--- src/rtl/pfr_pkg.sv ---
`default_nettype none

package pfr_pkg;

  localparam int unsigned MAX_DEGREE_DEF = 63;
  localparam int unsigned DEG_W          = 6;
  localparam int unsigned ROOT_W         = 32;
  localparam int unsigned COEF_W         = 64;
  localparam int unsigned QUEUE_DEPTH    = 4;

  localparam logic [1:0] OP_START = 2'd0;
  localparam logic [1:0] OP_ROOT  = 2'd1;
  localparam logic [1:0] OP_EMIT  = 2'd2;

  typedef struct packed {
    logic [1:0]               operation;
    logic signed [ROOT_W-1:0] root;
  } in_item_t;

  typedef struct packed {
    logic signed [COEF_W-1:0] coefficient;
    logic [DEG_W-1:0]         power;
    logic                     last;
    logic                     overflow;
  } out_item_t;

  // Work handed from the front to the back. Dropped roots and unused codes never get here.
  typedef enum logic [1:0] {
    CMD_START,
    CMD_FIRST,
    CMD_MUL,
    CMD_EMIT
  } cmd_kind_t;

  typedef struct packed {
    cmd_kind_t                kind;
    logic signed [ROOT_W-1:0] root;
    logic [DEG_W-1:0]         degree;
    logic                     overflow;
  } cmd_t;

  typedef enum logic [2:0] {
    BK_IDLE,
    BK_FIRST,
    BK_MUL,
    BK_DRAIN,
    BK_EMIT
  } back_state_t;

  typedef struct packed {
    logic [DEG_W-1:0] power;
    logic             last;
    logic             overflow;
  } emit_tag_t;

endpackage

`default_nettype wire

--- src/rtl/pfr_front.sv ---
`default_nettype none

module pfr_front #(
  parameter int unsigned MAX_DEGREE = pfr_pkg::MAX_DEGREE_DEF
) (
  input  logic              clk,
  input  logic              rst_n,
  input  logic              in_valid,
  output logic              in_ready,
  input  pfr_pkg::in_item_t in_data,
  output logic              push_valid,
  input  logic              push_ready,
  output pfr_pkg::cmd_t     push_cmd
);
  import pfr_pkg::*;

  logic [DEG_W-1:0] deg_r, deg_nxt;
  logic             has_roots_r, has_roots_nxt;
  logic             ovf_r, ovf_nxt;
  logic             accept;

  assign in_ready = push_ready;
  assign accept   = in_valid & push_ready;

  // The front tracks degree and overflow itself, so the back only sees work to do.
  always_comb begin
    deg_nxt       = deg_r;
    has_roots_nxt = has_roots_r;
    ovf_nxt       = ovf_r;
    push_valid    = 1'b0;
    push_cmd      = '{kind: CMD_START, root: in_data.root, degree: deg_r, overflow: ovf_r};
    if (accept) begin
      unique case (in_data.operation)
        OP_START: begin
          deg_nxt       = '0;
          has_roots_nxt = 1'b0;
          ovf_nxt       = 1'b0;
          push_valid    = 1'b1;
          push_cmd.kind = CMD_START;
        end
        OP_ROOT: begin
          if (!has_roots_r) begin
            has_roots_nxt = 1'b1;
            deg_nxt       = DEG_W'(1);
            push_valid    = 1'b1;
            push_cmd.kind = CMD_FIRST;
          end else if (deg_r >= DEG_W'(MAX_DEGREE)) begin
            ovf_nxt = 1'b1;
          end else begin
            deg_nxt       = deg_r + 1'b1;
            push_valid    = 1'b1;
            push_cmd.kind = CMD_MUL;
          end
        end
        OP_EMIT: begin
          push_valid    = 1'b1;
          push_cmd.kind = CMD_EMIT;
        end
        default: begin
        end
      endcase
    end
  end

  always_ff @(posedge clk) begin
    if (!rst_n) begin
      deg_r       <= '0;
      has_roots_r <= 1'b0;
      ovf_r       <= 1'b0;
    end else begin
      deg_r       <= deg_nxt;
      has_roots_r <= has_roots_nxt;
      ovf_r       <= ovf_nxt;
    end
  end

endmodule

`default_nettype wire

--- config.mk ---
export PLATFORM = sky130hd
export DESIGN_NAME = pfr_front
export DESIGN_NICKNAME = d
export VERILOG_FILES = /design/src/rtl/pfr_pkg.sv /design/src/rtl/pfr_front.sv
export SDC_FILE = /design/constraint.sdc
export NUM_CORES = 1
export LEC_CHECK = 0
export ABC_AREA = 0
export BUFFER_PORTS_ARGS = -buffer_cell sky130_fd_sc_hd__buf_2
export CAP_MARGIN = 40
export CELL_PAD_IN_SITES_DETAIL_PLACEMENT = 1
export CELL_PAD_IN_SITES_GLOBAL_PLACEMENT = 2
export CORE_AREA = 2 2 72 88
export CTS_CLUSTER_SIZE = 14
export DETAILED_ROUTE_END_ITERATION = 10
export DIE_AREA = 0 0 74 90
export HOLD_SLACK_MARGIN = 0.05
export PLACE_DENSITY_LB_ADDON = 0.25
export SKIP_LAST_GASP = 1
export SYNTH_ARGS = -nofsm -noshare
export SYNTH_HDL_FRONTEND = slang
export SYNTH_SLANG_ARGS = --single-unit
--- constraint.sdc ---
create_clock -name clk -period 1.3 [get_ports clk]
set_input_delay 0.195 -clock clk [delete_from_list [all_inputs] [get_ports clk]]
set_output_delay 0.195 -clock clk [all_outputs]
set_load 0.005 [all_outputs]
After elaboration in Yosys (flattened, before gate mapping)
Index checks and enable logic that the tools add are counted.

Register bits: 8. Output and inout port bits: 43. Word-level logic and storage cells: 32. Input port bits: 38.

$add $sub $neg: 1. Mux-type cells: 15. $lt $le $gt $ge: 1. Reductions and logical operators: 6. Eq/ne operators: 5. Bitwise logic cells: 1.

Operator list (number): two-way mux 6 bit (2); one-hot mux 6 bit (2 select lines) (1); adder 6 x 1 -> 6 bit (second input constant) (1); >= comparator 6 bit (second input constant) (1); two-way mux 2 bit (3); one-hot mux 1 bit (2 select lines) (3); two-way mux 1 bit (5); != test 2 bit (second input constant) (2); one-hot mux 2 bit (2 select lines) (1); AND reduction 4 bit (1); != test 3 bit (second input constant) (1); AND reduction 3 bit (1); == test 2 x 1 -> 1 bit (second input constant) (1); == test 2 bit (second input constant) (1); zero test 2 bit (1); AND reduction 2 bit (1); nonzero test 2 bit (1); OR reduction 2 bit (1); bitwise AND 1 bit (1).

Logic depth before layout (Yosys ltp)
Gate-level depths: netlist (run 1).

Word-level depth: 5. Gate-level depth with buffers: 7. Gate-level depth less buffers: 6.

Worst setup path before layout (run 1)
OpenSTA, ideal clock, no wires.

Path type: flip-flop to output port. From: register deg_r[0]. To: output port push_valid. Arrival: 1.336 ns. Slack: -0.231 ns. Required time: 1.105 ns. Buffers on the path: 0. Stages on the path, launching flop included: 6. Path through: dfxtp_1 -> ha_1 -> and4_4 -> and2_4 -> a21o_1 -> a211oi_2.

Word-level cells in the longest chain between the ends: 5.

Ends and longest elaborated chain: start, declared (line pfr_front.sv:17) `logic [DEG_W-1:0] deg_r, deg_nxt;`; start signal, assigned (line pfr_front.sv:71) `deg_r <= deg_nxt;`; >= comparator 6 bit (line pfr_front.sv:47) `end else if (deg_r >= DEG_W'(MAX_DEGREE)) begin`; two-way mux 1 bit (line pfr_front.sv:47); two-way mux 1 bit (line pfr_front.sv:42) `if (!has_roots_r) begin`; one-hot mux 1 bit (2 select lines) (line pfr_front.sv:33) `unique case (in_data.operation)`; two-way mux 1 bit (line pfr_front.sv:32) `if (accept) begin`; end, declared (line pfr_front.sv:11) `output logic push_valid,`.

No other way between the ends.

Final worst setup path (run 1)
Ends and elaborated chain as after synthesis.

==> results.py, run 1 <==
metrics = {
    "timing": {
        "min_period_ns": 1.686,
        "worst_pin_slew_ns": 0.2194,
        "max_freq_ghz": 0.5930,
        "maxSlewViolCount": 0,
        "finalClockSkew_ns": 0.002970,
        "hold_viol_final": 0,
        "fin_setup_tns_ns": -1.328,
        "whs_ns": 0.2748,
        "slew_headroom_pct": 85.31,
        "final.setup.worst_slack_ns": -0.3864,
        "rsz0062_at_grt": "true",
        "timing.final.crit_share_pct": 129.7,
        "final-setup-viol-count": 5,
    },
    "placement": {
        "gp_congestion": 0.7167,
        "numPortBuffers": 16,
        "place_ws_ns": -0.2110,
        "hpwl_um": 1806,
        "dpl_cell_area_sq_um": 925.9,
        "place_inst": 185,
    },
    "cells_and_area": {
        "layout.cells.non_filler": 194,
        "most-common-layout-cells": "buf_4, buf_2, nor2_1, nand2_1, dfxtp_1",
        "area_growth_pct": 29.59,
        "fin_nets": 156,
        "fin_util_pct": 18.71,
        "drive_above_1_share_pct": 62.50,
        "n_antenna_cell": 0,
        "final_common_cell": "buf_4",
        "layout.cell_area.non_filler_sq_mm": 0.001096,
    },
    "critical_path": {
        "endpoint_kind": "output port",
        "worst_ep_arrival_time_ns": 1.49,
        "crit_type": "reg2out",
        "startpoint_type": "register",
        "critPathMaxFanout": 2,
        "r2r_slack_ns": -0.23,
        "required_ns": 1.11,
    },
    "floorplan": {
        "coreArea_sq_mm": 0.005857,
        "start_util_pct": 14.44,
        "io_pins": 81,
        "die_area_sq_mm": 0.006660,
        "rows": 31,
        "die_x_um": 74,
        "die_h_um": 90,
    },
    "global_route": {
        "grt_overflow": 0,
        "grt_use_met3_pct": 1.794,
        "grt_max_degree": 8,
        "grt_use_total_pct": 6.976,
        "use_met2_pct": 11.24,
        "grt.busiest_layer": "met2",
        "grt_pass1_vias": 749,
        "grt_pass1_wl_um": 3512,
        "met1_usage_pct": 7.802,
        "antenna_found_initial": 0,
    },
    "routing": {
        "drt_iter0_drc": 10,
        "vias_per_cell": 3.567,
        "totalWireLength_um": 2243,
        "num_vias": 692,
        "ant_nets": 0,
        "drc": 0,
        "drt_pass1_iterations": 4,
        "routedWlPerCell_um": 11.56,
    },
    "cts": {
        "h-tree-depth": 1,
        "root_buffer": "clkbuf_8",
        "cts_buffer_depth": 2,
        "clk_latency_ns": 0.23,
        "hold_buffers": 0,
        "cts_tree": "yes",
        "clkSlewWorstSetupHoldPaths_ns": 0.04,
        "clock-sinks": 8,
        "cts_buffers": 3,
    },
    "status": {
        "failed_checks": "negative setup slack",
        "status": "complete, but fails checks",
    },
    "power": {
        "p_per_area_mw_per_mm2": 644.4,
        "p_leak_nw": 0.4585,
        "finalPower_uw": 706.3,
        "peakVddDrop_mv": 0.1648,
    },
    "logic_synthesis": {
        "yosysSeqAreaShare_pct": 18.93,
        "syn-instance-count": 102,
        "syn_area_sq_um": 845.8,
        "synth_area_per_cell_sq_um": 8.292,
        "yosys_register_bits": 8,
        "synth_top_area_share_pct": 30.18,
        "synth.area.top_cells": "buf_4, dfxtp_1, ha_1, nor2_1, a21oi_1",
        "synth_top_area_cell": "buf_4",
        "synthesis.nets": 145,
        "yosysWarnings": 0,
        "yosys.cell_types.count": 31,
    },
    "flow_run": {
        "cap_viol_max_count": 0,
    },
    "min_path": {
        "min_path_type": "in2reg",
    },
}
==> per-layer routing <==
layer  wire length (um)  part of all wire (%)  up-vias
li1                   -                     -      336
met1                867                    39      316
met2               1160                    52       33
met3                137                   6.1        7
met4                 77                   3.4        0
met5                  0                     0        -
==> cells in the mapped netlist <==
library cell	instances
buf_6	2
o22ai_1	1
a21oi_1	5
nand2_1	5
a21o_1	1
nor2_1	7
a211oi_1	1
o221a_1	1
nand2_2	1
a31oi_1	3
and4_1	2
a211oi_2	1
nand3_1	3
inv_1	4
o21ai_1	1
and4_4	1
a21oi_2	1
nor3b_2	1
nor3_1	1
buf_4	34
ha_1	5
dfxtp_1	8
nand2b_1	1
nor2b_1	3
a41oi_1	2
and2_4	1
nor3_2	2
nor3b_1	1
and2_2	1
o211ai_4	1
a22oi_1	1
==> power breakdown <==
part	switching [mW]	internal (mW)
clock network	0.109	0.213
registers	0.00446	0.247
logic	0.0659	0.0667
total	0.179	0.527
==> final timing paths <==
path / startpoint / to / cells after the start
worst max-delay path: deg_r[0] / push_valid / 6
worst min-delay path: rst_n / deg_r[0] / 2
worst min register to register: ovf_r / ovf_r / 2
worst max register to register: deg_r[1] / deg_r[2] / 8
==> critical path: stages, from the launching register on <==
cell	delay, ns
dfxtp_4	0.34
ha_4	0.16
and4_4	0.14
and2_4	0.15
a21o_1	0.16
a211oi_2	0.17
buf_2	0.14
==> repair_timing <==
item / CTS / global route
resized for setup: 10 / 9
cloned: 0 / 0
pin swaps: 9 / 7
setup buffers: 2 / 3
endpoints found under the hold margin: 0 / 0
setup endpoints to repair: 8 / 10
==> logic make-up after synthesis <==
family / count (synthesis) / share of synthesized area (%)
simple gates: 30 / 21.45
fa+ha+maj: 5 / 7.396
buf+inv: 40 / 34.61
flops: 8 / 18.93
compound gates: 19 / 17.60
==> flip-flops by register name, indices dropped and copies added, names as in the netlist <==
register,cells
ovf_r,1
deg_r,6
has_roots_r,1
==> layout make-up <==
class,count,area [sq um]
Fill cell,702,4761
Multi-Input combinational cell,54,485.5
Timing Repair Buffer,42,279.0
Sequential cell,8,168.9
Tap cell,82,102.6
Clock buffer,4,45.04
Inverter,4,15.01
Note: power is estimated with default switching activity, not from simulation.
==> run 2, diff against run 1 <==
Settings changed: GPL_TIMING_DRIVEN set to 0.
==> run 2 against run 1 <==
Effect of this change:
- the flow still finishes with violations (negative setup slack)
- highest routed layer unchanged
- routed wire length is 21% higher
- non-clock buffer count up 52
- critical path type unchanged
- sequential share of layout area down 3.5 points
- largest cell class is now buffers
==> results.py, run 2 (same netlist as run 1, synthesis figures left out) <==
metrics = {
    "critical_path": {
        "cp_slowest_cell": "dfxtp_4",
        "endpoint_kind": "output port",
        "critical-path-top-delay-family": "buffers and inverters",
        "r2r_cells": 8,
        "r2r_slack_ns": -0.27,
        "critPathMaxStageDelay_ns": 0.35,
        "required_ns": 1.11,
        "critPathBufInv": 3,
        "worst_ep_arrival_time_ns": 1.56,
        "critPathMaxFanout": 2,
        "startpoint_type": "register",
        "crit_chain": "ha_4 > and4_4 > buf_4 > buf_6 > nand2_4 > nand3_4 > a21oi_2 > buf_2",
        "crit_type": "reg2out",
        "r2r_start": "deg_r[1]",
        "timing.rr.end": "deg_r[0]",
    },
    "cells_and_area": {
        "fin_util_pct": 24.33,
        "largest_reg_flops": 6,
        "drive_above_1_share_pct": 75.00,
        "fin_nets": 208,
        "largestRegisters": "deg_r x6, has_roots_r x1, ovf_r x1",
        "final_common_cell": "buf_2",
        "area_growth_pct": 68.49,
        "largest_register": "deg_r",
        "final.fill_count": 713,
        "layout.cell_area.non_filler_sq_mm": 0.001425,
        "n_antenna_cell": 0,
        "most-common-layout-cells": "buf_2, buf_4, nor2_1, nand2_1, buf_6",
    },
    "floorplan": {
        "rows": 31,
        "die_area_sq_mm": 0.006660,
        "die_h_um": 90,
        "coreArea_sq_mm": 0.005857,
        "start_util_pct": 14.44,
        "io_pins": 81,
        "die_x_um": 74,
    },
    "cts": {
        "cts_tree": "yes",
        "cts_buffer_depth": 2,
        "clk_latency_ns": 0.24,
        "root_buffer": "clkbuf_8",
        "cts_buffers": 3,
        "hold_buffers": 0,
        "clock-sinks": 8,
        "h-tree-depth": 1,
        "clkSlewWorstSetupHoldPaths_ns": 0.05,
    },
    "min_path": {
        "hold_end": "deg_r[0]",
        "min_path_type": "in2reg",
        "whs_path_depth": 2,
        "min_from": "rst_n",
    },
    "timing": {
        "timing.final.crit_share_pct": 135.0,
        "max_freq_ghz": 0.5696,
        "final-setup-viol-count": 8,
        "worst_pin_slew_ns": 0.3679,
        "min_period_ns": 1.755,
        "maxSlewViolCount": 0,
        "whs_ns": 0.2758,
        "final.setup.worst_slack_ns": -0.4555,
        "hold_viol_final": 0,
        "slew_headroom_pct": 75.31,
        "finalClockSkew_ns": 0.003732,
        "rsz0062_at_grt": "true",
    },
    "flow_run": {
        "cap_viol_max_count": 0,
    },
    "routing": {
        "drt_pass1_iterations": 4,
        "num_vias": 914,
        "vias_per_cell": 3.715,
        "routedWlPerCell_um": 11.00,
        "drt_iter0_drc": 6,
        "ant_nets": 0,
        "totalWireLength_um": 2706,
        "drc": 0,
    },
    "global_route": {
        "grt_pass1_vias": 908,
        "antenna_found_initial": 0,
        "grt_max_degree": 10,
        "grt_pass1_wl_um": 4029,
        "grt_use_total_pct": 7.757,
        "grt_overflow": 0,
    },
    "power": {
        "p_leak_nw": 0.6810,
        "clkPwrFrac_pct": 40.4,
        "p_per_area_mw_per_mm2": 574.7,
        "peakVddDrop_mv": 0.1750,
        "p_int_uw": 601.1,
        "power_frac_comb_pct": 29.3,
        "switching_power_uw": 217.8,
        "power_frac_seq_pct": 30.3,
        "swShare_pct": 26.60,
    },
    "placement": {
        "place_ws_ns": -0.2528,
        "hpwl_um": 2061,
        "dpl_cell_area_sq_mm": 0.001206,
        "gp_congestion": 0.7377,
        "numPortBuffers": 48,
    },
    "status": {
        "status": "complete, but fails checks",
        "failed_checks": "negative setup slack",
    },
}
run 2: stage by stage:
| stage | cells | power, mW | TNS (ns) |
|---|---|---|---|
| 4_1_cts | 242 | 0.8202 | -1.401 |
| 3_3_place_gp | 232 | 0.4748 | -1.084 |
| 3_5_place_dp | 232 | 0.4782 | -1.238 |
| 6_report | 246 | 0.8190 | -1.785 |
| 2_1_floorplan | 102 | 0.3937 | -0.09356 |
| 5_1_grt | 246 | 0.8653 | -2.143 |
run 2: cell type report:
class,instances,area [sq um],area share [%]
clock buffers,4,45.04,3.161
plain buffers,36,277.8,19.49
repair buffers,58,326.6,22.91
inverters,4,15.01,1.054
multi-input cells,54,488.0,34.24
well taps,82,102.6,7.199
flip-flops and latches,8,170.2,11.94
run 2: worst max-delay path by stage:
stage                     cells after the start      from  slack (ns)      endpoint
final                                         8  deg_r[1]       -0.46  push_cmd[40]
after global placement                        6  deg_r[0]       -0.26    push_valid
after floorplan                               5  deg_r[0]       -0.09    push_valid
after CTS                                     6  deg_r[1]       -0.45    push_valid
after global routing                          6  deg_r[1]       -0.52    push_valid
after detailed placement                      6  deg_r[0]       -0.25    push_valid
run 2: what timing repair did:
| action | CTS | global route |
|---|---|---|
| gates resized for setup | 6 | 17 |
| setup buffers | 6 | 5 |
| setup endpoints to repair | 7 | 9 |
| pin swaps | 3 | 9 |
run 2: routing by layer:
metal	global-route usage [%]	share of wire, %	vias up
met5	0	0	-
met4	5.000	2.7	0
met3	1.121	6.8	5
met2	13.91	56	45
met1	8.011	35	422
li1	-	-	442
run 2: power groups by stage:
stage / combinational (mW) / sequential [mW] / clock, mW
2_1_floorplan: 0.138 / 0.255 / 0
3_3_place_gp: 0.219 / 0.255 / 0
3_5_place_dp: 0.223 / 0.256 / 0
4_1_cts: 0.229 / 0.248 / 0.343
5_1_grt: 0.263 / 0.248 / 0.354
6_report: 0.240 / 0.248 / 0.331
==> run 3, diff against run 2 <==
Settings changed: CORE_AREA 2 2 72 88 to 8 8 78 94, DIE_AREA 0 0 74 90 to 0 0 86 102.
==> run 3 against run 2 <==
Effect of this change:
- the flow still finishes with violations (negative setup slack)
- via count up 2.1%
- clock power fell by 2%
- combinational power up 4%
- count of clock-buffer cells in the layout stayed put
- sequential share of layout area shrank 0.11 points
- critical path depth shrank 2
- non-clock buffer count is 3 higher
==> results.py, run 3 (same netlist as run 1, synthesis figures left out) <==
metrics = {
    "critical_path": {
        "startpoint_type": "register",
        "timing.rr.end": "deg_r[0]",
        "endpoint_kind": "output port",
        "crit_type": "reg2out",
        "critPathMaxFanout": 2,
        "r2r_cells": 7,
        "worst_ep_arrival_time_ns": 1.57,
        "r2r_slack_ns": -0.12,
        "r2r_start": "deg_r[1]",
        "required_ns": 1.11,
    },
    "cts": {
        "cts_buffer_depth": 2,
        "cts_tree": "yes",
        "h-tree-depth": 1,
        "cts_buffers": 3,
        "hold_buffers": 0,
        "root_buffer": "clkbuf_8",
        "clk_latency_ns": 0.23,
        "clkSlewWorstSetupHoldPaths_ns": 0.05,
        "clock-sinks": 8,
    },
    "floorplan": {
        "die_area_sq_mm": 0.008772,
        "io_pins": 81,
        "coreArea_sq_mm": 0.005857,
        "die_h_um": 102,
        "die_x_um": 86,
        "start_util_pct": 14.44,
        "rows": 31,
    },
    "global_route": {
        "grt_overflow": 0,
        "grt_pass1_vias": 1123,
        "grt_pass1_wl_um": 5202,
        "grt_use_total_pct": 7.372,
        "antenna_found_initial": 0,
        "grt_max_degree": 10,
    },
    "placement": {
        "gp_congestion": 0.6859,
        "numPortBuffers": 48,
        "dpl_cell_area_sq_mm": 0.001206,
        "hpwl_um": 2563,
    },
    "power": {
        "finalPower_uw": 820.9,
        "peakVddDrop_mv": 0.2191,
        "p_per_area_mw_per_mm2": 570.5,
        "p_leak_nw": 0.6951,
    },
    "cells_and_area": {
        "most-common-layout-cells": "buf_2, buf_4, buf_6, nor2_1, nand2_1",
        "final_common_cell": "buf_2",
        "area_growth_pct": 70.12,
        "largest_reg_flops": 6,
        "drive_above_1_share_pct": 75.45,
        "largest_register": "deg_r",
        "fin_util_pct": 24.57,
        "layout.cell_area.non_filler_sq_mm": 0.001439,
        "fin_nets": 211,
        "n_antenna_cell": 0,
        "largestRegisters": "deg_r x6, has_roots_r x1, ovf_r x1",
    },
    "timing": {
        "min_period_ns": 1.763,
        "rsz0062_at_grt": "true",
        "final.setup.worst_slack_ns": -0.4626,
        "timing.final.crit_share_pct": 135.6,
        "final-setup-viol-count": 7,
        "hold_viol_final": 0,
        "whs_ns": 0.2718,
        "maxSlewViolCount": 0,
        "finalClockSkew_ns": 0.003964,
        "max_freq_ghz": 0.5673,
        "slew_headroom_pct": 73.72,
        "worst_pin_slew_ns": 0.3916,
    },
    "status": {
        "failed_checks": "negative setup slack",
        "status": "complete, but fails checks",
    },
    "flow_run": {
        "cap_viol_max_count": 0,
    },
    "min_path": {
        "hold_end": "deg_r[0]",
        "min_from": "rst_n",
        "whs_path_depth": 2,
        "min_path_type": "in2reg",
    },
    "routing": {
        "routedWlPerCell_um": 12.94,
        "drt_iter0_drc": 17,
        "drc": 0,
        "totalWireLength_um": 3223,
        "num_vias": 933,
        "ant_nets": 0,
        "drt_pass1_iterations": 3,
        "vias_per_cell": 3.747,
    },
}
## run 3: changes by cell type in the layout (fill, tap and decap cells not counted)
cell     change
buf_4        +2
a31oi_1      +1
a31oi_4      -1
buf_6        +1
ha_1         -1
ha_2         +1
## run 3: where the power goes
group,total (mW),internal (mW),switching (mW)
clock network,0.324,0.214,0.111
logic,0.249,0.147,0.102
registers,0.248,0.246,0.00195
## run 3: how the worst max path moves through the flow
stage / start / endpoint
floorplan: deg_r[0] / push_valid
global placement: deg_r[0] / push_valid
detailed placement: deg_r[0] / push_valid
CTS: deg_r[0] / push_valid
global route: deg_r[1] / push_valid
finish: deg_r[1] / push_valid
## run 3: layout make-up
| class | instances | area, sq um |
|---|---|---|
| buffer | 36 | 277.8 |
| clock buffer | 4 | 45.04 |
| fill | 716 | 4418 |
| inverter | 4 | 15.01 |
| multi-input combinational | 54 | 475.5 |
| sequential | 8 | 170.2 |
| tap | 82 | 102.6 |
| timing repair buffer | 61 | 352.8 |
## run 3: routing by layer
layer	track usage [%]	part of all wire, %	wire length (um)	vias up
met3	2.896	9.0	290	4
li1	-	-	-	447
met4	2.838	0.84	27	0
met5	0	0	0	-
met1	7.309	38	1216	438
met2	13.47	52	1688	44
## run 3: through the flow
step,worst slack (ns),cells,setup TNS (ns)
floorplan,-0.09356,102,-0.09356
detailed placement,-0.2769,232,-1.117
global route,-0.5053,249,-1.640
global placement,-0.2642,232,-1.003
CTS,-0.5041,248,-2.768
finish,-0.4626,249,-1.287
## run 3: repair_timing
action	4_1_cts	5_1_grt
endpoints found under the hold margin	0	0
setup buffers	12	7
pin swaps	7	12
gates resized for setup	13	14
setup endpoints to repair	6	10
## run 3: worst max-delay path: stages, from the launching register on
cell	delay, ns
dfxtp_4	0.34
ha_4	0.16
and4_4	0.20
and2_4	0.16
a21o_1	0.16
a211oi_2	0.17
buf_2	0.14
