==> config.mk <==
export PLATFORM = sky130hd
export DESIGN_NAME = pfr_queue
export DESIGN_NICKNAME = d
export VERILOG_FILES = /design/src/rtl/pfr_pkg.sv /design/src/rtl/pfr_queue.sv
export SDC_FILE = /design/constraint.sdc
export NUM_CORES = 1
export LEC_CHECK = 0
export BUFFER_PORTS_ARGS = -buffer_cell sky130_fd_sc_hd__buf_2
export CAP_MARGIN = 20
export CORE_MARGIN = 2
export CORE_UTILIZATION = 55
export CTS_BUF_LIST = sky130_fd_sc_hd__clkbuf_4 sky130_fd_sc_hd__clkbuf_8
export DETAILED_ROUTE_END_ITERATION = 10
export GPL_ROUTABILITY_DRIVEN = 0
export GPL_TIMING_DRIVEN = 1
export MAX_ROUTING_LAYER = met4
export PLACE_DENSITY_LB_ADDON = 0.25
export SYNTH_ARGS = -nofsm -noshare
export SYNTH_HDL_FRONTEND = slang
export SYNTH_SLANG_ARGS = --single-unit
==> constraint.sdc <==
create_clock -name clk -period 3.4 [get_ports clk]
set_clock_uncertainty 0.1 [all_clocks]
set_input_delay 0.51 -clock clk [delete_from_list [all_inputs] [get_ports clk]]
set_output_delay 0.51 -clock clk [all_outputs]
set_load 0.05 [all_outputs]
==> src/rtl/pfr_pkg.sv <==
`default_nettype none

package pfr_pkg;

  localparam int unsigned MAX_DEGREE_DEF = 63;
  localparam int unsigned DEG_W          = 6;
  localparam int unsigned ROOT_W         = 32;
  localparam int unsigned COEF_W         = 64;
  localparam int unsigned QUEUE_DEPTH    = 4;

  localparam logic [1:0] OP_START = 2'd0;
  localparam logic [1:0] OP_ROOT  = 2'd1;
  localparam logic [1:0] OP_EMIT  = 2'd2;

  typedef struct packed {
    logic [1:0]               operation;
    logic signed [ROOT_W-1:0] root;
  } in_item_t;

  typedef struct packed {
    logic signed [COEF_W-1:0] coefficient;
    logic [DEG_W-1:0]         power;
    logic                     last;
    logic                     overflow;
  } out_item_t;

  // Work handed from the front to the back. Dropped roots and unused codes never get here.
  typedef enum logic [1:0] {
    CMD_START,
    CMD_FIRST,
    CMD_MUL,
    CMD_EMIT
  } cmd_kind_t;

  typedef struct packed {
    cmd_kind_t                kind;
    logic signed [ROOT_W-1:0] root;
    logic [DEG_W-1:0]         degree;
    logic                     overflow;
  } cmd_t;

  typedef enum logic [2:0] {
    BK_IDLE,
    BK_FIRST,
    BK_MUL,
    BK_DRAIN,
    BK_EMIT
  } back_state_t;

  typedef struct packed {
    logic [DEG_W-1:0] power;
    logic             last;
    logic             overflow;
  } emit_tag_t;

endpackage

`default_nettype wire

==> src/rtl/pfr_queue.sv <==
`default_nettype none

module pfr_queue (
  input  logic          clk,
  input  logic          rst_n,
  input  logic          push_valid,
  output logic          push_ready,
  input  pfr_pkg::cmd_t push_cmd,
  output logic          pop_valid,
  input  logic          pop_ready,
  output pfr_pkg::cmd_t pop_cmd
);
  import pfr_pkg::*;

  localparam int unsigned PW = $clog2(QUEUE_DEPTH);
  localparam int unsigned CW = $clog2(QUEUE_DEPTH + 1);

  cmd_t          slots_r [QUEUE_DEPTH];
  logic [PW-1:0] wr_ptr_r, wr_ptr_nxt;
  logic [PW-1:0] rd_ptr_r, rd_ptr_nxt;
  logic [CW-1:0] count_r, count_nxt;
  logic          do_push, do_pop;

  assign push_ready = (count_r != CW'(QUEUE_DEPTH));
  assign pop_valid  = (count_r != '0);
  assign pop_cmd    = slots_r[rd_ptr_r];
  assign do_push    = push_valid & push_ready;
  assign do_pop     = pop_valid & pop_ready;

  always_comb begin
    wr_ptr_nxt = do_push ? wr_ptr_r + 1'b1 : wr_ptr_r;
    rd_ptr_nxt = do_pop ? rd_ptr_r + 1'b1 : rd_ptr_r;
    count_nxt  = count_r + CW'(do_push) - CW'(do_pop);
  end

  always_ff @(posedge clk) begin
    if (!rst_n) begin
      wr_ptr_r <= '0;
      rd_ptr_r <= '0;
      count_r  <= '0;
    end else begin
      wr_ptr_r <= wr_ptr_nxt;
      rd_ptr_r <= rd_ptr_nxt;
      count_r  <= count_nxt;
    end
  end

  always_ff @(posedge clk) begin
    if (do_push) begin
      slots_r[wr_ptr_r] <= push_cmd;
    end
  end

endmodule

`default_nettype wire

* Word-level counts from Yosys, hierarchy flattened
Memories as Yosys holds them, arrays and structs flattened. A register that Yosys moved wholly into a read port is not among the register bits.
Cells that the tools add are included.
** Word-level totals
- Bits in registers :: 7
- Bits in writable memories :: 164
- Output and inout port bits :: 43
- Word-level logic and storage cells :: 16
- Memories :: 1
** Cells by class
- $add $sub $neg :: 4
- Equality and inequality tests :: 1
- Muxes and demuxes :: 4
- Bitwise logic cells :: 2
- Reductions and logical operators :: 1
** Memories
- slots_r :: words 4, bits a word 41, rd ports 1, clocked after Yosys merged registers in 1, write ports 1, RTL line pfr_queue.sv:18 : cmd_t slots_r [QUEUE_DEPTH];
** Operator list (number)
- adder 2 x 1 -> 2 bit (second input constant) :: 2
- 2-to-1 mux 2 bit :: 2
- adder 3 x 1 -> 3 bit :: 1
- inequality test 3 bit (second input constant) :: 1
- nonzero test 3 bit :: 1
- subtractor 3 x 1 -> 3 bit :: 1
- bitwise AND 1 bit :: 2
- 2-to-1 mux 1 bit :: 2

* Longest topological paths before layout
Gate-level depths: netlist of the first run.
- Depth in word-level cells :: 4
- Gate-level depth with buffers :: 11
- Mapped depth without buffers :: 11

* Worst setup path before layout of the first run
No wires, ideal clock.
- Path kind :: register to register
- From :: register count_r[1]
- To :: memory slots_r[0][0] (netlist name) (enable)
- Setup time :: 0.402 ns
- Arrival time :: 1.815 ns
- Slack :: 1.083 ns
- Stages on the path, launching flop included :: 4
- Cell sequence :: dfxtp_1 -> nor2_1 -> a21boi_2 -> and2_1
** On the way
- Longest elaborated chain between the ends :: 4
** RTL lines
- start: declaration :: RTL line pfr_queue.sv:21 : logic [CW-1:0] count_r, count_nxt;
- start signal: assignment :: RTL line pfr_queue.sv:44 : count_r <= count_nxt;
- inequality test 3 bit :: RTL line pfr_queue.sv:24 : assign push_ready = (count_r != CW'(QUEUE_DEPTH));
- bitwise AND 1 bit :: RTL line pfr_queue.sv:27 : assign do_push = push_valid & push_ready;
- 2-to-1 mux 1 bit :: RTL line pfr_queue.sv:49 : if (do_push) begin
- 2-to-1 mux 1 bit (implied by the code) :: RTL line pfr_queue.sv:50 : slots_r[wr_ptr_r] <= push_cmd;
- end: declaration :: RTL line pfr_queue.sv:18
No other way between the ends.

==> results.sh, run 1 <==
export IMPL_start_util_pct=56.4
export IMPL_syn_area_mm2=0.00644
export IMPL_synthFlopType="edfxtp_1"
export IMPL_hold_viol=0
export IMPL_worstMarginPinSlew_ns=0.554
export IMPL_grt_pass1_wl_um=16500
export IMPL_ys_types=22
export IMPL_die_area_mm2=0.0126
export IMPL_die_h_um=112
export IMPL_relSlewSlack_pct=63.1
export IMPL_area_delta_synth_final_pct=15.7
export IMPL_ios=88
export IMPL_cts_buffers=17
export IMPL_globalRouteTotalUtil_pct=18.5
export IMPL_ctsResizeCount=0
export IMPL_synthCells=263
export IMPL_drt_iter0_markers=168
export IMPL_root_buffer="clkbuf_8"
export IMPL_arrival_ns=2.14
export IMPL_portBuffers=87
export IMPL_clk_pin_slew_ns=0.08
export IMPL_drc_errors=0
export IMPL_antenna_found_initial=2
export IMPL_setup_viol=0
export IMPL_hold_class="in2reg"
export IMPL_fin_crit_sh_pct=81.0
export IMPL_cts_num_sinks=173
export IMPL_utilization_pct=65.3
export IMPL_detail_route_antenna_nets=0
export IMPL_vias=2960
export IMPL_synth_most_common_cell="edfxtp_1"
export IMPL_ys_ff_latch=173
export IMPL_dp_cells=492
export IMPL_yosysTopAreaCellShare_pct=76.5
export IMPL_final_nets=420
export IMPL_grt_ovfl_total=0
export IMPL_maxCapViolations=0
export IMPL_synthTopCellsByCount="164 x edfxtp_1, 40 x mux4_2, 9 x dfxtp_1"
export IMPL_slowest_stage="dfxtp_4"
export IMPL_synth_nets=315
export IMPL_routed_wl_um=10500
export IMPL_post_route_min_period_ns=2.75
export IMPL_status="finished, final reports clean"
export IMPL_fin_cells=526
export IMPL_placed_area_mm2=0.00705
export IMPL_synth_seq_area_share_pct=79.3
export IMPL_worstReg2RegStart="count_r[1]$_SDFF_PN0_"
export IMPL_ctsLongestPathBuffers=2
export IMPL_cp_start_kind="register"
export IMPL_crit_type="reg2out"
export IMPL_cts_setup_buffers=0
export IMPL_ir_worst_vdd_mv=0.418
export IMPL_place_hpwl_um=6640
export IMPL_synth_area_leaders="edfxtp_1 76%, mux4_2 14%, dfxtp_1 2.8%"
export IMPL_num_rows=39
export IMPL_drive_above_1_share_pct=46.2
export IMPL_cts_hold_buf=0
export IMPL_grt_max_degree=24
export IMPL_power_leakage_nw=2.53
export IMPL_max_stage_delay_ns=0.63
export IMPL_grt_pass1_vias=3133
export IMPL_drv_slew=0
export IMPL_die_x_um=112
export IMPL_wire_per_inst_um=20.0
export IMPL_fp_coreArea_mm2=0.0114
export IMPL_cts_tree="built"
export IMPL_synth_area_per_cell_um2=24.5
export IMPL_synth_edf_count=164
export IMPL_crit_required_ns=2.79
export IMPL_ys_async_sr_fraction_pct=0
export IMPL_final_area_mm2=0.00745
export IMPL_ys_warn_count=0
export IMPL_fmax_mhz=363
export IMPL_clk_latency_ns=0.44
export IMPL_crit_fanout=22
export IMPL_yosys_area_top_type="edfxtp_1"
export IMPL_tns_ns=0
export IMPL_rsz0062_at_grt="false"
export IMPL_crit_chain="buf_12 > mux4_2 > buf_2"
export IMPL_crit_path_end_kind="primary output"
export IMPL_hp_start="push_cmd[31]"
export IMPL_htreeDepth=4
export IMPL_power_mw=5.99
export IMPL_fill_cells=792
export IMPL_power_density_mw_per_mm2=804
export IMPL_dr_pass1_iters=5
export IMPL_via_per_inst=5.63
==> layout make-up <==
type                    count  area, µm²  share of cell area, %
clock buffers              19        262                   3.51
inverters                   5       18.8                  0.252
diodes                      2       5.00                 0.0671
clock inverters            13        141                   1.90
well taps                 143        179                   2.40
multi-input cells          74       1200                   16.1
flip-flops and latches    173       5110                   68.6
repair buffers             97        536                   7.18
==> logic make-up after synthesis <==
kind of cell / share of synthesized area [%]
fa+ha+maj: 1.48
flops: 79.3
xor+xnor: 0.544
compound gates: 0.447
buf+inv: 2.14
simple gates: 1.42
mux: 14.7
==> power by group <==
part           switching, mW  total, mW  internal, mW
registers              0.144       2.73          2.58
logic                   1.26       1.87         0.615
clock network          0.698       1.39         0.693
==> cell usage in the layout, fill, tap and decap left out, types with 2 or more instances in the layout <==
cell / count
edfxtp_1: 164
and2_1: 3
clkinvlp_4: 3
bufinv_16: 2
diode_2: 2
buf_4: 8
nor2b_1: 3
inv_1: 5
clkbuf_8: 19
dfxtp_1: 7
ha_1: 6
buf_12: 2
clkinv_4: 4
and2_2: 4
mux4_2: 40
xnor2_1: 4
buf_2: 87
clkinv_2: 3
nand2_1: 5
mux2i_1: 2
==> worst paths after layout <==
kind	cells after the start	slack, ns	to
worst min register to register	2	0.42	wr_ptr_r[0]$_SDFFE_PN0P_
worst min-delay path	1	0.18	slots_r[2][31]$_DFFE_PP_
worst max register to register	11	0.91	count_r[2]$_SDFF_PN0_
worst max-delay path	3	0.65	pop_cmd[18]
==> critical path, delay by kind of cell (launching register included) <==
family	cells	cell delay (ns)
DFF	1	0.63
buffers and inverters	2	0.50
muxes	1	0.55
==> flip-flops by register name, indices dropped and copies added (netlist names), named ones only <==
name / cells
slots_r: 164
rd_ptr_r: 2
count_r: 3
wr_ptr_r: 2
==> layer usage <==
| layer | routed length [µm] | vias up | track usage (%) |
|---|---|---|---|
| met4 | 202 | 0 | 7.07 |
| met5 | 0 | - | - |
| li1 | - | 1308 | - |
| met2 | 5440 | 86 | 28.4 |
| met3 | 640 | 16 | 7.07 |
| met1 | 4260 | 1550 | 22.7 |
==> stage by stage <==
stage	hold slack, ns	setup WS, ns
after floorplan	0.368	1.08
after CTS	0.149	0.563
final	0.177	0.647
after global routing	0.143	0.490
after detailed placement	0.418	0.894
after global placement	0.400	0.954
Note: power is estimated with default switching activity, not from simulation.
==> run 2, diff against run 1 <==
--- a/config.mk
+++ b/config.mk
@@ -8,7 +8,7 @@
 export BUFFER_PORTS_ARGS = -buffer_cell sky130_fd_sc_hd__buf_2
 export CAP_MARGIN = 20
 export CORE_MARGIN = 2
-export CORE_UTILIZATION = 55
+export CORE_UTILIZATION = 53
 export CTS_BUF_LIST = sky130_fd_sc_hd__clkbuf_4 sky130_fd_sc_hd__clkbuf_8
 export DETAILED_ROUTE_END_ITERATION = 10
 export GPL_ROUTABILITY_DRIVEN = 0
==> constraint.sdc (replaced) <==
create_clock -name clk -period 2.48 [get_ports clk]
set_clock_uncertainty 0.1 [all_clocks]
set_input_delay 0.372 -clock clk [delete_from_list [all_inputs] [get_ports clk]]
set_output_delay 0.372 -clock clk [all_outputs]
set_load 0.05 [all_outputs]
==> run 2 against run 1 <==
Final area rose by 1.8%. Final cell count grew 1.5%. Worst setup slack worse by 0.50 ns. Clock power up 59%. Critical path type unchanged.
==> results.sh, run 2 (synthesis gave the netlist of run 1 again) <==
export IMPL_status="finished, final reports clean"
export IMPL_largest_register="slots_r"
export IMPL_die_area_mm2=0.0130
export IMPL_cpLargestDelayFamily="multiplexers"
export IMPL_clk_pin_slew_ns=0.09
export IMPL_antenna_cells=0
export IMPL_routed_wl_um=10300
export IMPL_comb_power_share_pct=31.6
export IMPL_r2r_slack_ns=0.25
export IMPL_tns_ns=0
export IMPL_crit_path_end_kind="primary output"
export IMPL_htreeDepth=4
export IMPL_met3_length_um=513
export IMPL_grt_pass1_vias=3086
export IMPL_drc_errors=0
export IMPL_cts_tree="built"
export IMPL_fill_cells=842
export IMPL_ctsLongestPathBuffers=2
export IMPL_dr_pass1_iters=4
export IMPL_relSlewSlack_pct=73.6
export IMPL_place_hpwl_um=6170
export IMPL_globalRouteTotalUtil_pct=17.7
export IMPL_portBuffers=87
export IMPL_seq_power_share_pct=42.7
export IMPL_highest_layer="met4"
export IMPL_ir_worst_vdd_mv=0.671
export IMPL_hold_path_depth=1
export IMPL_drive_above_1_share_pct=47.0
export IMPL_fp_coreArea_mm2=0.0119
export IMPL_wl_met2_um=5410
export IMPL_final_common_cell="edfxtp_1"
export IMPL_die_h_um=114
export IMPL_max_stage_delay_ns=0.52
export IMPL_rsz0062_at_grt="false"
export IMPL_die_x_um=114
export IMPL_worst_path_stages=3
export IMPL_crit_fanout=9
export IMPL_top_regs="slots_r (164), count_r (3)"
export IMPL_root_buffer="clkbuf_8"
export IMPL_fin_cells=534
export IMPL_maxCapViolations=0
export IMPL_ios=88
export IMPL_start_util_pct=54.1
export IMPL_cts_buffers=17
export IMPL_sw_frac_of_total_pct=34.0
export IMPL_dp_cells=499
export IMPL_largest_reg_flops=164
export IMPL_slowest_stage="mux4_2"
export IMPL_path_buf_inv=2
export IMPL_vias=2906
export IMPL_post_route_min_period_ns=2.33
export IMPL_fin_crit_sh_pct=94.0
export IMPL_clk_latency_ns=0.44
export IMPL_worstReg2RegStart="count_r[1]$_SDFF_PN0_"
export IMPL_mostFrequentLayoutCells="164 x edfxtp_1, 87 x buf_2, 40 x mux4_2"
export IMPL_antenna_found_initial=0
export IMPL_grt_ovfl_total=0
export IMPL_clkPwrFrac_pct=25.7
export IMPL_detail_route_antenna_nets=0
export IMPL_arrival_ns=1.86
export IMPL_wl_met1_um=4300
export IMPL_crit_required_ns=2.01
export IMPL_r2r_end="count_r[2]$_SDFF_PN0_"
export IMPL_wire_per_inst_um=19.4
export IMPL_hold_class="in2reg"
export IMPL_grt_max_degree=42
export IMPL_reg2regPathDepth=11
export IMPL_worstMarginPinSlew_ns=0.396
export IMPL_cp_start_kind="register"
export IMPL_hp_start="push_cmd[27]"
export IMPL_hold_viol=0
export IMPL_crit_type="reg2out"
export IMPL_area_delta_synth_final_pct=17.9
export IMPL_crit_chain="buf_4 > mux4_2 > buf_2"
export IMPL_critPathCapture="pop_cmd[24]"
export IMPL_utilization_pct=63.7
export IMPL_via_per_inst=5.44
export IMPL_switchingPower_mw=2.93
export IMPL_cts_num_sinks=173
export IMPL_power_leakage_nw=2.60
export IMPL_num_rows=40
export IMPL_internal_power_mw=5.67
export IMPL_final_nets=426
export IMPL_setup_viol=0
export IMPL_drt_iter0_markers=202
export IMPL_grt_pass1_wl_um=16000
export IMPL_power_density_mw_per_mm2=1130
export IMPL_fmax_mhz=429
export IMPL_drv_slew=0
## run 2: changes by cell type in the layout (fill, tap and decap cells not counted)
cell        change
diode_2         -2
clkinv_2        -3
dfxtp_1         -1
clkinv_1        +1
bufinv_16       +3
buf_12          +2
clkbuf_8        -2
inv_8           +1
clkinvlp_4      -2
inv_6           +2
buf_4           +4
dfxtp_2         +1
## run 2: worst min-delay path by stage
stage                                     endpoint  slack, ns
after global routing      slots_r[2][32]$_DFFE_PP_      0.007
after CTS                 slots_r[3][27]$_DFFE_PP_      0.009
after detailed placement  wr_ptr_r[1]$_SDFFE_PN0P_       0.39
final                     slots_r[2][27]$_DFFE_PP_       0.04
after global placement    wr_ptr_r[1]$_SDFFE_PN0P_       0.38
after floorplan           wr_ptr_r[1]$_SDFFE_PN0P_       0.37
## run 2: worst register-to-register path, cell delays in order (launching register included)
cell	delay [ns]
dfxtp_2	0.40
nor2_1	0.09
a21boi_2	0.17
inv_1	0.06
ha_1	0.28
inv_1	0.07
ha_1	0.13
inv_1	0.04
fa_1	0.37
xnor2_1	0.15
xnor2_1	0.13
and2_1	0.15
## run 2: metal layers
layer | up-vias | global-route usage, %
met5 | - | -
met1 | 1492 | 21.3
li1 | 1317 | -
met3 | 7 | 4.71
met4 | 0 | 7.15
met2 | 90 | 28.9
## run 2: what timing repair did
action                     CTS  global route
cloned                       0             0
pin swaps                    0             0
hold buffers                 0             0
setup endpoints to repair   25             1
gates resized for setup      0             1
setup buffers                3             0
## run 2: power groups by stage
stage               logic [mW]  registers [mW]  clock network, mW
finish                    2.72            3.67               2.21
CTS                       2.76            3.67               2.27
detailed placement        2.69            3.78                  0
global placement          2.67            3.75                  0
global route              2.88            3.70               2.39
floorplan                 2.22            3.68                  0
## run 2: stage by stage
stage | hold slack [ns] | power (mW) | worst slack, ns | area [µm²]
detailed placement | 0.394 | 6.46 | 0.165 | 7100
floorplan | 0.368 | 5.90 | 0.163 | 6440
global route | 0.00651 | 8.97 | 0.00560 | 7590
global placement | 0.379 | 6.42 | 0.269 | 7100
finish | 0.0380 | 8.60 | 0.148 | 7590
CTS | 0.00909 | 8.70 | 0.0913 | 7590
## run 2: cell type report
type | count | area, µm² | share of cell area (%)
sequential | 173 | 5110 | 67.3
multi-input combinational | 74 | 1200 | 15.8
timing repair buffer | 103 | 606 | 7.98
clock buffer | 17 | 234 | 3.08
clock inverter | 15 | 234 | 3.08
tap | 147 | 184 | 2.42
inverter | 5 | 18.8 | 0.247
==> run 3, diff against run 2 <==
==> constraint.sdc (replaced) <==
create_clock -name clk -period 2.1 [get_ports clk]
set_clock_uncertainty 0.1 [all_clocks]
set_input_delay 0.315 -clock clk [delete_from_list [all_inputs] [get_ports clk]]
set_output_delay 0.315 -clock clk [all_outputs]
set_load 0.05 [all_outputs]
==> run 3 against run 2 <==
Sequential cell count is the same. The run now ends with negative setup slack left. Global-route usage increased by 0.99 points. Non-clock buffer count increased by 50. Total power grew 23%. Core utilization is 6.8 points higher. Critical path type unchanged. Register-to-register slack worse by 0.32 ns.
==> results.sh, run 3 (synthesis gave the netlist of run 1 again) <==
export IMPL_die_x_um=114
export IMPL_vias=3067
export IMPL_hold_class="in2reg"
export IMPL_sw_frac_of_total_pct=33.1
export IMPL_die_h_um=114
export IMPL_cts_num_sinks=173
export IMPL_antenna_cells=0
export IMPL_start_util_pct=54.1
export IMPL_die_area_mm2=0.0130
export IMPL_via_per_inst=5.25
export IMPL_met3_length_um=606
export IMPL_largest_reg_flops=164
export IMPL_ctsLongestPathBuffers=2
export IMPL_drv_slew=0
export IMPL_wl_met2_um=5350
export IMPL_mostFrequentLayoutCells="164 x edfxtp_1, 46 x buf_2, 41 x mux4_2, 41 x dlygate4sd3_1, 41 x buf_6"
export IMPL_grt_pass1_wl_um=16900
export IMPL_drt_iter0_markers=194
export IMPL_fin_crit_sh_pct=105
export IMPL_clkPwrFrac_pct=19.8
export IMPL_utilization_pct=70.6
export IMPL_highest_layer="met4"
export IMPL_dp_cells=502
export IMPL_fmax_mhz=453
export IMPL_seq_power_share_pct=40.6
export IMPL_grt_pass1_vias=3219
export IMPL_crit_type="reg2out"
export IMPL_violations="negative setup slack"
export IMPL_reg2regPathDepth=9
export IMPL_power_density_mw_per_mm2=1260
export IMPL_maxCapViolations=0
export IMPL_hold_viol=0
export IMPL_crit_required_ns=1.68
export IMPL_wire_per_inst_um=18.5
export IMPL_top_regs="slots_r (164), count_r (3)"
export IMPL_relSlewSlack_pct=77.3
export IMPL_arrival_ns=1.79
export IMPL_crit_path_end_kind="primary output"
export IMPL_place_hpwl_um=6170
export IMPL_dr_pass1_iters=4
export IMPL_cts_buffers=17
export IMPL_root_buffer="clkbuf_8"
export IMPL_final_area_mm2=0.00840
export IMPL_comb_power_share_pct=39.6
export IMPL_hold_ws_ns=0.0898
export IMPL_status="complete, but fails checks"
export IMPL_worstMarginPinSlew_ns=0.335
export IMPL_ios=88
export IMPL_drive_above_1_share_pct=45.5
export IMPL_drc_errors=0
export IMPL_grt_max_degree=42
export IMPL_fin_cells=584
export IMPL_htreeDepth=4
export IMPL_ir_worst_vdd_mv=0.802
export IMPL_largest_register="slots_r"
export IMPL_switchingPower_mw=3.51
export IMPL_pre_cts_slack_ns=-0.0964
export IMPL_final_nets=476
export IMPL_portBuffers=87
export IMPL_crit_fanout=4
export IMPL_power_leakage_nw=2.93
export IMPL_clk_latency_ns=0.44
export IMPL_clk_pin_slew_ns=0.08
export IMPL_antenna_found_initial=0
export IMPL_area_delta_synth_final_pct=30.5
export IMPL_worst_slack_ns=-0.108
export IMPL_cts_tree="built"
export IMPL_hold_path_depth=3
export IMPL_rsz0062_at_grt="true"
export IMPL_setup_viol=42
export IMPL_fp_coreArea_mm2=0.0119
export IMPL_grt_ovfl_total=0
export IMPL_num_rows=40
export IMPL_final_common_cell="edfxtp_1"
export IMPL_routed_wl_um=10800
export IMPL_globalRouteTotalUtil_pct=18.7
export IMPL_placed_area_mm2=0.00719
export IMPL_cp_start_kind="register"
export IMPL_detail_route_antenna_nets=0
export IMPL_post_route_min_period_ns=2.21
export IMPL_wl_met1_um=4610
export IMPL_internal_power_mw=7.11
## run 3: changes by cell type in the layout (fill, tap and decap cells not counted), moves of 4 or more
cell	before	now
clkinv_4	4	0
buf_16	0	4
clkinv_2	0	7
clkbuf_4	0	4
buf_2	87	46
dlygate4sd3_1	0	41
bufinv_16	5	1
buf_6	0	41
## run 3: final timing paths
path         slack [ns]                        to                     start
min                0.09  wr_ptr_r[0]$_SDFFE_PN0P_                     rst_n
min reg2reg        0.40  wr_ptr_r[0]$_SDFFE_PN0P_  wr_ptr_r[0]$_SDFFE_PN0P_
max               -0.11               pop_cmd[24]                  register
max reg2reg       -0.07     count_r[2]$_SDFF_PN0_     count_r[1]$_SDFF_PN0_
## run 3: layout make-up
class / instances / area (µm²)
Inverter: 5 / 18.8
Tap cell: 147 / 184
Fill cell: 748 / 3510
Multi-Input combinational cell: 74 / 1230
Timing Repair Buffer: 153 / 1490
Clock inverter: 8 / 65.1
Clock buffer: 24 / 305
Sequential cell: 173 / 5110
## run 3: through the flow
stage                     power (mW)  setup TNS, ns
after global routing            11.1          -6.62
final                           10.6          -3.48
after CTS                       10.7          -5.35
after detailed placement        7.74        -0.0964
after global placement          7.69        -0.0283
after floorplan                 7.02        -0.0344
## run 3: worst max-delay path: stages, from the launching register on
cell	delay [ns]
dfxtp_4	0.37
buf_4	0.15
clkbuf_16	0.16
mux4_2	0.50
buf_6	0.17
## run 3: routing by layer
| layer | global-route usage (%) | vias up |
|---|---|---|
| met2 | 28.4 | 100 |
| met1 | 24.6 | 1530 |
| met5 | - | - |
| li1 | - | 1417 |
| met4 | 7.48 | 0 |
| met3 | 4.82 | 20 |
## run 3: what timing repair did
| item | 4_1_cts | 5_1_grt |
|---|---|---|
| resized for setup | 91 | 2 |
| hold buffers | 41 | 0 |
| setup endpoints to repair | 42 | 42 |
| endpoints found under the hold margin | 164 | 0 |
| pin swaps | 0 | 7 |
| gates cloned | 4 | 1 |
| buffers inserted | 4 | 0 |
## run 3: power by group through the flow
stage / registers (mW) / clock network, mW / logic, mW
floorplan: 4.36 / 0 / 2.66
global placement: 4.37 / 0 / 3.32
detailed placement: 4.39 / 0 / 3.35
CTS: 4.31 / 2.16 / 4.23
global route: 4.34 / 2.30 / 4.44
finish: 4.31 / 2.10 / 4.21
